--- src/hdl/ogru_pkg.sv ---
// ----------------------------------------------------------------------------
// ogru_pkg: shared types and constants of the occupancy grid ray update
// Action codes, cell levels, configuration indexes and the command record
// that travels from the front end to the back end.
// ----------------------------------------------------------------------------
package ogru_pkg;

    // action codes
    localparam logic [1:0] ACT_MARK  = 2'd0;
    localparam logic [1:0] ACT_READ  = 2'd1;
    localparam logic [1:0] ACT_CLEAR = 2'd2;

    // configuration register indexes
    localparam logic [1:0] CFG_ROWS = 2'd0;
    localparam logic [1:0] CFG_COLS = 2'd1;

    typedef logic        [2:0]  t_level;
    typedef logic signed [8:0]  t_coord;
    typedef logic        [9:0]  t_dist;
    typedef logic signed [11:0] t_err;
    typedef logic        [7:0]  t_dim;

    localparam t_level LEVEL_MID = 3'd3;
    localparam t_level LEVEL_MAX = 3'd6;

    // command queue between front and back
    localparam int CMD_DEPTH = 2;
    localparam int CMD_PTR_W = 1;
    localparam int CMD_CNT_W = 2;

    // classified command
    typedef struct packed {
        logic [1:0] action;
        t_coord     start_row;
        t_coord     start_col;
        t_coord     end_row;
        t_coord     end_col;
        t_dist      dist_row;
        t_dist      dist_col;
        logic       row_dec;
        logic       col_dec;
        t_err       err_init;
    } t_cmd;

    // effective map size after clamping the configuration
    typedef struct packed {
        t_dim rows;
        t_dim cols;
    } t_dims;

endpackage

--- src/hdl/ogru_fifo.sv ---
// ----------------------------------------------------------------------------
// ogru_fifo: short command queue
// Decouples the classifying front end from the cell-walking back end.
// ----------------------------------------------------------------------------
module ogru_fifo
    import ogru_pkg::*;
(
    input  logic i_clk,
    input  logic i_rst_n,
    input  logic i_push,
    input  t_cmd i_push_cmd,
    output logic o_full,
    input  logic i_pop,
    output t_cmd o_pop_cmd,
    output logic o_empty
);

    t_cmd                 r_slot [CMD_DEPTH];
    logic [CMD_PTR_W-1:0] r_wr_ptr, n_wr_ptr;
    logic [CMD_PTR_W-1:0] r_rd_ptr, n_rd_ptr;
    logic [CMD_CNT_W-1:0] r_count, n_count;

    // pointer and fill count update
    always_comb begin
        n_wr_ptr = r_wr_ptr;
        n_rd_ptr = r_rd_ptr;
        n_count  = r_count;
        if (i_push) begin
            n_wr_ptr = r_wr_ptr + 1'b1;
        end
        if (i_pop) begin
            n_rd_ptr = r_rd_ptr + 1'b1;
        end
        if (i_push && !i_pop) begin
            n_count = r_count + 1'b1;
        end else if (!i_push && i_pop) begin
            n_count = r_count - 1'b1;
        end
    end

    always_ff @(posedge i_clk) begin
        if (!i_rst_n) begin
            r_wr_ptr <= '0;
            r_rd_ptr <= '0;
            r_count  <= '0;
        end else begin
            r_wr_ptr <= n_wr_ptr;
            r_rd_ptr <= n_rd_ptr;
            r_count  <= n_count;
        end
    end

    // storage
    always_ff @(posedge i_clk) begin
        if (i_push) begin
            r_slot[r_wr_ptr] <= i_push_cmd;
        end
    end

    assign o_pop_cmd = r_slot[r_rd_ptr];
    assign o_full    = (r_count == CMD_CNT_W'(CMD_DEPTH));
    assign o_empty   = (r_count == '0);

endmodule

--- config.mk ---
export PLATFORM = sky130hd
export DESIGN_NAME = ogru_fifo
export DESIGN_NICKNAME = d
export VERILOG_FILES = /design/src/hdl/ogru_pkg.sv /design/src/hdl/ogru_fifo.sv
export SDC_FILE = /design/constraint.sdc
export NUM_CORES = 1
export LEC_CHECK = 0
export ABC_AREA = 1
export BUFFER_PORTS_ARGS = -buffer_cell sky130_fd_sc_hd__buf_2
export CAP_MARGIN = 20
export CORE_AREA = 2 2 112 114
export DETAILED_ROUTE_END_ITERATION = 16
export DIE_AREA = 0 0 114 116
export GPL_TIMING_DRIVEN = 0
export PLACE_DENSITY = 0.74
export SLEW_MARGIN = 20
export SYNTH_ARGS = -nofsm -noshare
export SYNTH_HDL_FRONTEND = slang
export SYNTH_SLANG_ARGS = --single-unit
--- constraint.sdc ---
create_clock -name i_clk -period 6.33 [get_ports i_clk]
set_input_delay 1.899 -clock i_clk [delete_from_list [all_inputs] [get_ports i_clk]]
set_output_delay 1.899 -clock i_clk [all_outputs]
set_load 0.03 [all_outputs]
==> reports/results.ini <==
[clocking]
cts_hold_repair.buffers = 0
cts_post_setup_buffers_inserted = 0
cts.clk_slew.worst_paths_ns = 0.05
cts.path.max_buffers = 2
cts_buffers = 17
cts_root_buf = sky130_fd_sc_hd__clkbuf_16
clk_latency_ns = 0.41
clock_sink_count = 149
clock_tree_from_tritoncts = yes
cts-htree-levels = 4
post_cts.resized_instances = 0

[placed_design]
detailedPlacementHpwl_mm = 6.48
place_congestion = 0.712
port_buffers = 149

[layout]
area_growth_syn_to_layout_pct = 26.8
layout.cells.most_common = sky130_fd_sc_hd__buf_2
area.sequential_um2 = 4420
drive_gt1_share_pct = 58.6
fill_cells = 901
multiInputGateArea_um2 = 1180
final_cell_mix = 149 x sky130_fd_sc_hd__buf_2, 144 x sky130_fd_sc_hd__edfxtp_1, 70 x sky130_fd_sc_hd__mux2_4
antenna_cells = 0
design.final.nets = 508

[floorplanning]
placement_rows = 40
floorplan.io_pins = 150
die_height_um = 116
initial_core_util_pct = 48.5
die-width_um = 114
core_um2 = 11900
die-area_um2 = 13200

[timing]
finalWorstPathRequiredPeriod_ns = 3.51
timing_hold_violations_final = 0
relSlewSlack_pct = 70.0
max_freq_ghz = 0.285
worst_clock_skew_ns = 0.00432
fin_worst_hold_slack_ns = 0.526
final_setup_violation_count = 0
fin_crit_sh_pct = 55.4
fin_setup_tns_ns = 0
timing_worst_slew_pin_value_ns = 0.451
grt_setup_unrepaired = false
slew_viol_final = 0

[routing]
postRouteAntennaNets = 0
sum_of_routed_wire_length_over_all_layers_mm = 9.67
detailedRoute.firstIterationViolations = 157
iteration_count_of_the_initial_detailed_routing_pass = 4
post-route-drc-count = 0
vias = 2872
avgViaCountPerCell = 4.86
detail_route.wl_per_cell_um = 16.4

[hold_path]
hold_path.startpoint = r_rd_ptr
min_delay_path_depth = 2
hold_path.class = flip-flop to flip-flop

[pwr]
power_frac_clock_pct = 37.0
cellPowerDensity_nw_per_um2 = 319
ir_worst_vdd_mv = 0.191
seq_power_share_pct = 49.5
power_report.internal_total_mw = 1.79
switching_share_pct = 23.2
cellLeakagePower_nw = 2.97
power.combinational.fraction_pct = 13.5
p_switching_uw = 543

[worst_setup_path]
launching_point_of_the_worst_reg2reg_path = r_wr_ptr
timing.critical_path.fanout_max = 10
cpPeakStageDelay_ns = 0.32
critical_path.cell_chain = buf_6, buf_12, mux2_4, buf_2
arrival_ns = 1.61
critPathCaptureType = output port
reg2reg_to = r_slot[1][34]
critical_path.n_buffers_inverters = 3
crit_path_category = flip-flop to output port
worstRegToRegCells = 3
timing.reg2reg.setup_slack_ns = 4.82
path_depth = 4
critical_path_launch_point_type = flip-flop
top_family_by_delay_on_critical_path = buffers and inverters
slowest_stage = sky130_fd_sc_hd__dfxtp_1
worst_endpoint_required_time_ns = 4.43

[global_routing]
grt_overflow_total = 0
antenna_violations_before_repair = 0
global_route.usage.total_pct = 15.3
grt_first_pass_wirelength_mm = 14.7
grt_pass1_vias = 3082
largest_net_degree_at_the_start_of_global_routing = 43

[synth]
netlist_instances = 259
syn_area_um2 = 5780
syn_area_per_cell_um2 = 22.3
synth.distinct_cells = 14
mappedNetlistNets = 336
ys_seq_elements = 149
ys_seq_area_share_pct = 76.6
synth.yosys.warnings = 0

[status]
run_status = finished, final reports clean

[flow_run]
cap_viol_max_count = 0

==> through the flow <==
step / cell area (µm²) / utilization, % / instances / power (mW) / setup WS (ns)
after floorplan: 5780 / - / 259 / 1.40 / 0.869
after global placement: 6710 / 56.3 / 555 / 1.48 / -0.977
after detailed placement: 6810 / 57.2 / 559 / 1.49 / 3.17
after CTS: 7320 / 61.5 / 591 / 2.36 / 2.78
after global routing: 7320 / 61.5 / 591 / 2.42 / 2.76
final: 7320 / 61.5 / 591 / 2.34 / 2.82
==> synth_stat cells (all sizes together) <==
library cell / count / area, µm²
edfxtp: 144 / 4320
o21ai: 1 / 5.00
nand3: 1 / 5.00
nand4: 1 / 6.26
inv: 8 / 30.0
a21oi: 1 / 5.00
buf: 8 / 151
nand2: 8 / 30.0
dfxtp: 5 / 100
nor2: 9 / 33.8
ha: 1 / 12.5
mux2: 72 / 1070
==> per-layer routing <==
layer,wire [µm],GRT usage (%),vias to the layer above,share of wire (%)
met5,0,0,-,0
met4,274,8.86,0,2.8
met3,661,6.01,21,6.8
met2,4900,25.3,107,51
met1,3830,16.9,1391,40
li1,-,-,1353,-
==> worst min-delay path: stages, from the launching register on <==
cell and delay [ns]:
sky130_fd_sc_hd__dfxtp_1 0.33, sky130_fd_sc_hd__nor2_1 0.07, sky130_fd_sc_hd__nor2_1 0.09
==> logic make-up (layout without fill, tap and decap cells) <==
logic type	count (synthesis)	count (layout)	share of synthesized area, %
fa+ha+maj	1	1	0.217
simple gates	19	19	1.30
mux	72	72	18.6
compound gates	2	2	0.173
flops	149	149	76.6
buf+inv	16	201	3.14
==> sequential cells by signal, indices dropped and copies added (netlist names), named ones only <==
signal	flops
r_rd_ptr	1
r_wr_ptr	1
r_count	2
r_slot	144
==> worst max path at each step <==
stage               startpoint       endpoint  slack, ns
CTS                  flip-flop  o_pop_cmd[71]       2.78
finish               flip-flop  o_pop_cmd[71]       2.82
global placement        i_push  r_slot[0][17]      -0.98
global route         flip-flop  o_pop_cmd[71]       2.76
detailed placement      i_push  r_slot[1][17]       3.17
floorplan               i_push   r_slot[0][0]       0.87
==> final cells by class <==
cell class,count,share of cell area [%]
Clock buffer,26,6.54
Sequential cell,149,60.4
Tap cell,147,2.51
Buffer,8,2.07
Clock inverter,6,0.444
Timing Repair Buffer,153,11.5
Multi-Input combinational cell,94,16.1
Inverter,8,0.444
==> power groups by stage <==
stage / sequential (mW) / clock [mW] / combinational [mW]
2_1_floorplan: 1.18 / 0 / 0.222
3_3_place_gp: 1.18 / 0 / 0.303
3_5_place_dp: 1.18 / 0 / 0.319
4_1_cts: 1.16 / 0.888 / 0.320
5_1_grt: 1.16 / 0.924 / 0.335
6_report: 1.16 / 0.865 / 0.315
No activity file was read; power rests on OpenSTA's default activity.
