<file path="src/hdl/ogru_pkg.sv">
// ----------------------------------------------------------------------------
// ogru_pkg: shared types and constants of the occupancy grid ray update
// Action codes, cell levels, configuration indexes and the command record
// that travels from the front end to the back end.
// ----------------------------------------------------------------------------
package ogru_pkg;

    // action codes
    localparam logic [1:0] ACT_MARK  = 2'd0;
    localparam logic [1:0] ACT_READ  = 2'd1;
    localparam logic [1:0] ACT_CLEAR = 2'd2;

    // configuration register indexes
    localparam logic [1:0] CFG_ROWS = 2'd0;
    localparam logic [1:0] CFG_COLS = 2'd1;

    typedef logic        [2:0]  t_level;
    typedef logic signed [8:0]  t_coord;
    typedef logic        [9:0]  t_dist;
    typedef logic signed [11:0] t_err;
    typedef logic        [7:0]  t_dim;

    localparam t_level LEVEL_MID = 3'd3;
    localparam t_level LEVEL_MAX = 3'd6;

    // command queue between front and back
    localparam int CMD_DEPTH = 2;
    localparam int CMD_PTR_W = 1;
    localparam int CMD_CNT_W = 2;

    // classified command
    typedef struct packed {
        logic [1:0] action;
        t_coord     start_row;
        t_coord     start_col;
        t_coord     end_row;
        t_coord     end_col;
        t_dist      dist_row;
        t_dist      dist_col;
        logic       row_dec;
        logic       col_dec;
        t_err       err_init;
    } t_cmd;

    // effective map size after clamping the configuration
    typedef struct packed {
        t_dim rows;
        t_dim cols;
    } t_dims;

endpackage

</file>
<file path="src/hdl/ogru_front.sv">
// ----------------------------------------------------------------------------
// ogru_front: input handshake and command classification
// Works out the line deltas, step directions and initial error term of a
// ray and pushes the classified command into the queue.
// ----------------------------------------------------------------------------
module ogru_front
    import ogru_pkg::*;
(
    input  logic       i_in_valid,
    output logic       o_in_ready,
    input  logic [1:0] i_action,
    input  t_coord     i_start_row,
    input  t_coord     i_start_col,
    input  t_coord     i_end_row,
    input  t_coord     i_end_col,
    input  logic       i_init_busy,
    input  logic       i_full,
    output logic       o_push,
    output t_cmd       o_push_cmd
);

    logic signed [9:0] w_diff_row;
    logic signed [9:0] w_diff_col;
    t_dist             w_dist_row;
    t_dist             w_dist_col;

    // absolute deltas
    always_comb begin
        w_diff_row = $signed({i_end_row[8], i_end_row}) - $signed({i_start_row[8], i_start_row});
        w_diff_col = $signed({i_end_col[8], i_end_col}) - $signed({i_start_col[8], i_start_col});
        w_dist_row = w_diff_row[9] ? t_dist'(-w_diff_row) : t_dist'(w_diff_row);
        w_dist_col = w_diff_col[9] ? t_dist'(-w_diff_col) : t_dist'(w_diff_col);
    end

    // classified command
    always_comb begin
        o_push_cmd.action    = i_action;
        o_push_cmd.start_row = i_start_row;
        o_push_cmd.start_col = i_start_col;
        o_push_cmd.end_row   = i_end_row;
        o_push_cmd.end_col   = i_end_col;
        o_push_cmd.dist_row  = w_dist_row;
        o_push_cmd.dist_col  = w_dist_col;
        o_push_cmd.row_dec   = (i_start_row >= i_end_row);
        o_push_cmd.col_dec   = (i_start_col >= i_end_col);
        o_push_cmd.err_init  = $signed({2'b00, w_dist_row}) - $signed({2'b00, w_dist_col});
    end

    // no command taken while the store is being initialised
    assign o_in_ready = !i_full && !i_init_busy;
    assign o_push     = i_in_valid && o_in_ready;

endmodule

</file>
<file path="config.mk">
export PLATFORM = sky130hd
export DESIGN_NAME = ogru_front
export DESIGN_NICKNAME = d
export VERILOG_FILES = /design/src/hdl/ogru_pkg.sv /design/src/hdl/ogru_front.sv
export SDC_FILE = /design/constraint.sdc
export NUM_CORES = 1
export LEC_CHECK = 0
export BUFFER_PORTS_ARGS = -buffer_cell sky130_fd_sc_hd__clkbuf_2
export CAP_MARGIN = 20
export CORE_UTILIZATION = 25
export DETAILED_ROUTE_END_ITERATION = 10
export PLACE_DENSITY = 0.52
export SLEW_MARGIN = 20
export SYNTH_ARGS = -nofsm -noshare
export SYNTH_HDL_FRONTEND = slang
export SYNTH_SLANG_ARGS = --single-unit
</file>
<file path="constraint.sdc">
create_clock -name vclk -period 15.7
set_clock_uncertainty 0.1 [all_clocks]
set_input_delay 3.925 -clock vclk [all_inputs]
set_output_delay 3.925 -clock vclk [all_outputs]
set_load 0.01 [all_outputs]
</file>
==> key figures <==
Pwr
  • Max VDD drop: 0.0377 mV
  • Leak: 0.00135 uW
  • PD cells: 106 nW/um^2

Placement
  • Placed Area: 2460 um^2
  • Global placer's final weighted congestion: 0.843
  • Post-Place Worst Slack: roughly 3.8 ns
  • # port buffers: 111
  • Detailed placement HPWL: 4370 um

Drt
  • Final wirelength: between 4000 and 5000 um
  • Max layer used: met4
  • Drt wl/cell: between 10 and 15 um
  • ANT nets after route: 0
  • Vias per cell: 4.36
  • Iteration count of the initial detailed-routing pass: 4
  • DRT iter0 DRCs: 51
  • DRC viols: 0
  • Metal-1 WL: 2330 um
  • DR WL met2: 2070 um
  • Met3 wire length: roughly 230 um
  • Vias: 1,960

STA
  • Hold Fails Final Rpt: 0
  • Setup WS post-layout: 3.80 ns
  • Max_slew headroom: 0.591
  • Pins Over Slew Limit: 0
  • Setup violators final: 0
  • Highest clock rate: 84.1 MHz
  • Slew @ Worst Pin: ~0.6 ns
  • Crit path time final: roughly 12 ns
  • Tcrit/Tclk final: 0.758
  • Sum of negative setup slack: 0 ns
  • RSZ-0062 raised after global routing: no

Synth
  • Mapped Area: between 2000 and 2500 um^2
  • Cell variety after synth: between 50 and 60
  • Post-Synth Simple-Gate Area: 0.209
  • Compound-gate portion of the synthesized area: 0.214
  • Largest family of logic cells by synthesized area: buffers and inverters
  • Post-synthesis sequential area ratio: 0
  • Syn avg cell area: about 7.5 um^2
  • Syn_nets: 349
  • Post-Synth Adder-Cell Area: 0.208
  • Multiplexer area fraction after synthesis: 0.0102
  • Post-synthesis xor/xnor area fraction: 0.145
  • Yosys warning total: 0
  • Post-Synthesis Cells: 277

Clocking
  • CTS resizes: 0
  • Post-CTS Hold Buffers: 0
  • Postcts setup bufs: 0

Global route
  • Congestion Overflow GR: 0
  • Initial antenna violation count: 0
  • Vias in the first global route: approximately 1,800
  • First-pass GRT wire length: a little under 8000 um
  • GRT Total Usage: 0.108
  • Largest net degree at the start of global routing: 10

Worst setup path
  • Kind of critical path: input port to primary output
  • CP Launch Type: input port
  • Critical Path AT: about 8 ns
  • Worst setup path start: i_start_col[3]
  • Worst Path Max Fanout: 9
  • Critical path endpoint category: primary output
  • CP required: 11.68 ns

Hold path
  • Worst hold path type: input port to primary output
  • Hold Path End: o_push_cmd[70]
  • Hold path startpoint: i_action[0]
  • Hold path depth: 0

Final layout
  • FF+latch count: 0
  • Register area: 0 um^2
  • Multi-input gate area: roughly 1600 um^2
  • Fill cells: 881
  • Final Net Count: between 400 and 500
  • Clock buf count: 0
  • Finished Cell Area: 2460 um^2
  • Fraction of layout cells with a size suffix above 1: 0.420
  • Synth-to-layout area growth: 18.2%
  • Util after Layout: 0.312
  • Diode count: 0

Floorplan
  • Initial core utilization: 0.264
  • Ports: 115
  • DIE WIDTH: 93.3 um
  • Die Ht: 93.3 um
  • Num rows: 32
  • Core Region: 7890 um^2
  • Full die area: between 8000 and 9000 um^2

Status
  • Status: completed

Run
  • Max Cap Viol: 0
==> synthesized netlist by cell type, types with 3 or more instances <==
| cell | count | share of area |
|---|---|---|
| inv_1 | 37 | 0.067 |
| xnor2_1 | 15 | 0.063 |
| a21o_1 | 4 | 0.014 |
| a21oi_1 | 10 | 0.024 |
| nand2b_1 | 7 | 0.021 |
| xor2_1 | 12 | 0.050 |
| nand2_1 | 12 | 0.022 |
| ha_1 | 28 | 0.17 |
| nor2_1 | 26 | 0.047 |
| xor2_2 | 4 | 0.031 |
| nand4_1 | 4 | 0.012 |
| nor3_1 | 4 | 0.0096 |
| or2_1 | 3 | 0.0090 |
| nor2b_1 | 3 | 0.0090 |
| o21ai_0 | 5 | 0.012 |
| a21oi_2 | 6 | 0.025 |
| buf_4 | 39 | 0.14 |
| fa_1 | 3 | 0.029 |
| o21a_1 | 3 | 0.011 |
==> per-stage QoR <==
step	total power [uW]	cells	hold slack, ns
floorplan	189	277	7.80
global placement	262	450	7.75
detailed placement	264	450	7.75
CTS	266	450	7.75
global route	292	450	7.75
finish	261	450	7.75
==> critical path: stages <==
cell,delay [ns]
clkbuf_2,0.09
inv_1,0.04
ha_1,0.38
o21ai_1,0.11
a21oi_2,0.22
nor2_1,0.12
o32ai_4,0.48
mux2_2,0.43
ha_1,0.28
nor2b_1,0.11
o21ai_0,0.10
a21boi_0,0.27
o21a_1,0.18
o21a_1,0.13
nor2_1,0.05
maj3_2,0.34
a2111o_1,0.40
nand4_1,0.10
clkbuf_2,0.13
==> layout by cell type (no fill, tap or decap), drive strengths merged, types with 5 or more instances in the layout <==
cell type / Yosys / routed
o21ai: 8 / 8
nand2: 12 / 12
inv: 38 / 38
xnor2: 15 / 15
nor2: 27 / 27
xor2: 16 / 16
nand2b: 8 / 8
or2: 5 / 5
ha: 28 / 28
clkbuf: 0 / 111
nor3: 6 / 6
a21oi: 17 / 17
==> how the worst max path moves through the flow <==
| stage | endpoint | depth (start not counted) | slack [ns] |
|---|---|---|---|
| after floorplan | o_push_cmd[9] | 17 | 4.31 |
| after global placement | o_push_cmd[9] | 19 | 3.91 |
| after detailed placement | o_push_cmd[9] | 19 | 3.81 |
| after CTS | o_push_cmd[9] | 19 | 3.79 |
| after global routing | o_push_cmd[9] | 19 | 3.50 |
| final | o_push_cmd[9] | 19 | 3.80 |
==> routing by layer <==
| layer | vias to the layer above | global-route usage |
|---|---|---|
| li1 | 1048 | - |
| met2 | 57 | 0.184 |
| met1 | 853 | 0.151 |
| met3 | 2 | 0.00976 |
| met5 | - | 0 |
| met4 | 0 | 0.00897 |
==> layout make-up <==
class | instances | area share
tap | 102 | 0.0519
inverter | 38 | 0.0580
multi-input combinational | 199 | 0.664
timing repair buffer | 111 | 0.226
==> where the power goes <==
part / internal (uW) / switching (uW)
combinational: 113 / 148
clock: 0 / 0
sequential: 0 / 0
==> kinds of logic (layout without fill, tap and decap cells) <==
group	count (synthesis)	count (layout)
fa+ha+maj	33	33
simple gates	81	81
mux	2	2
xor+xnor	31	31
buf+inv	78	149
compound gates	52	52
Note: power is estimated with default switching activity, not from simulation.
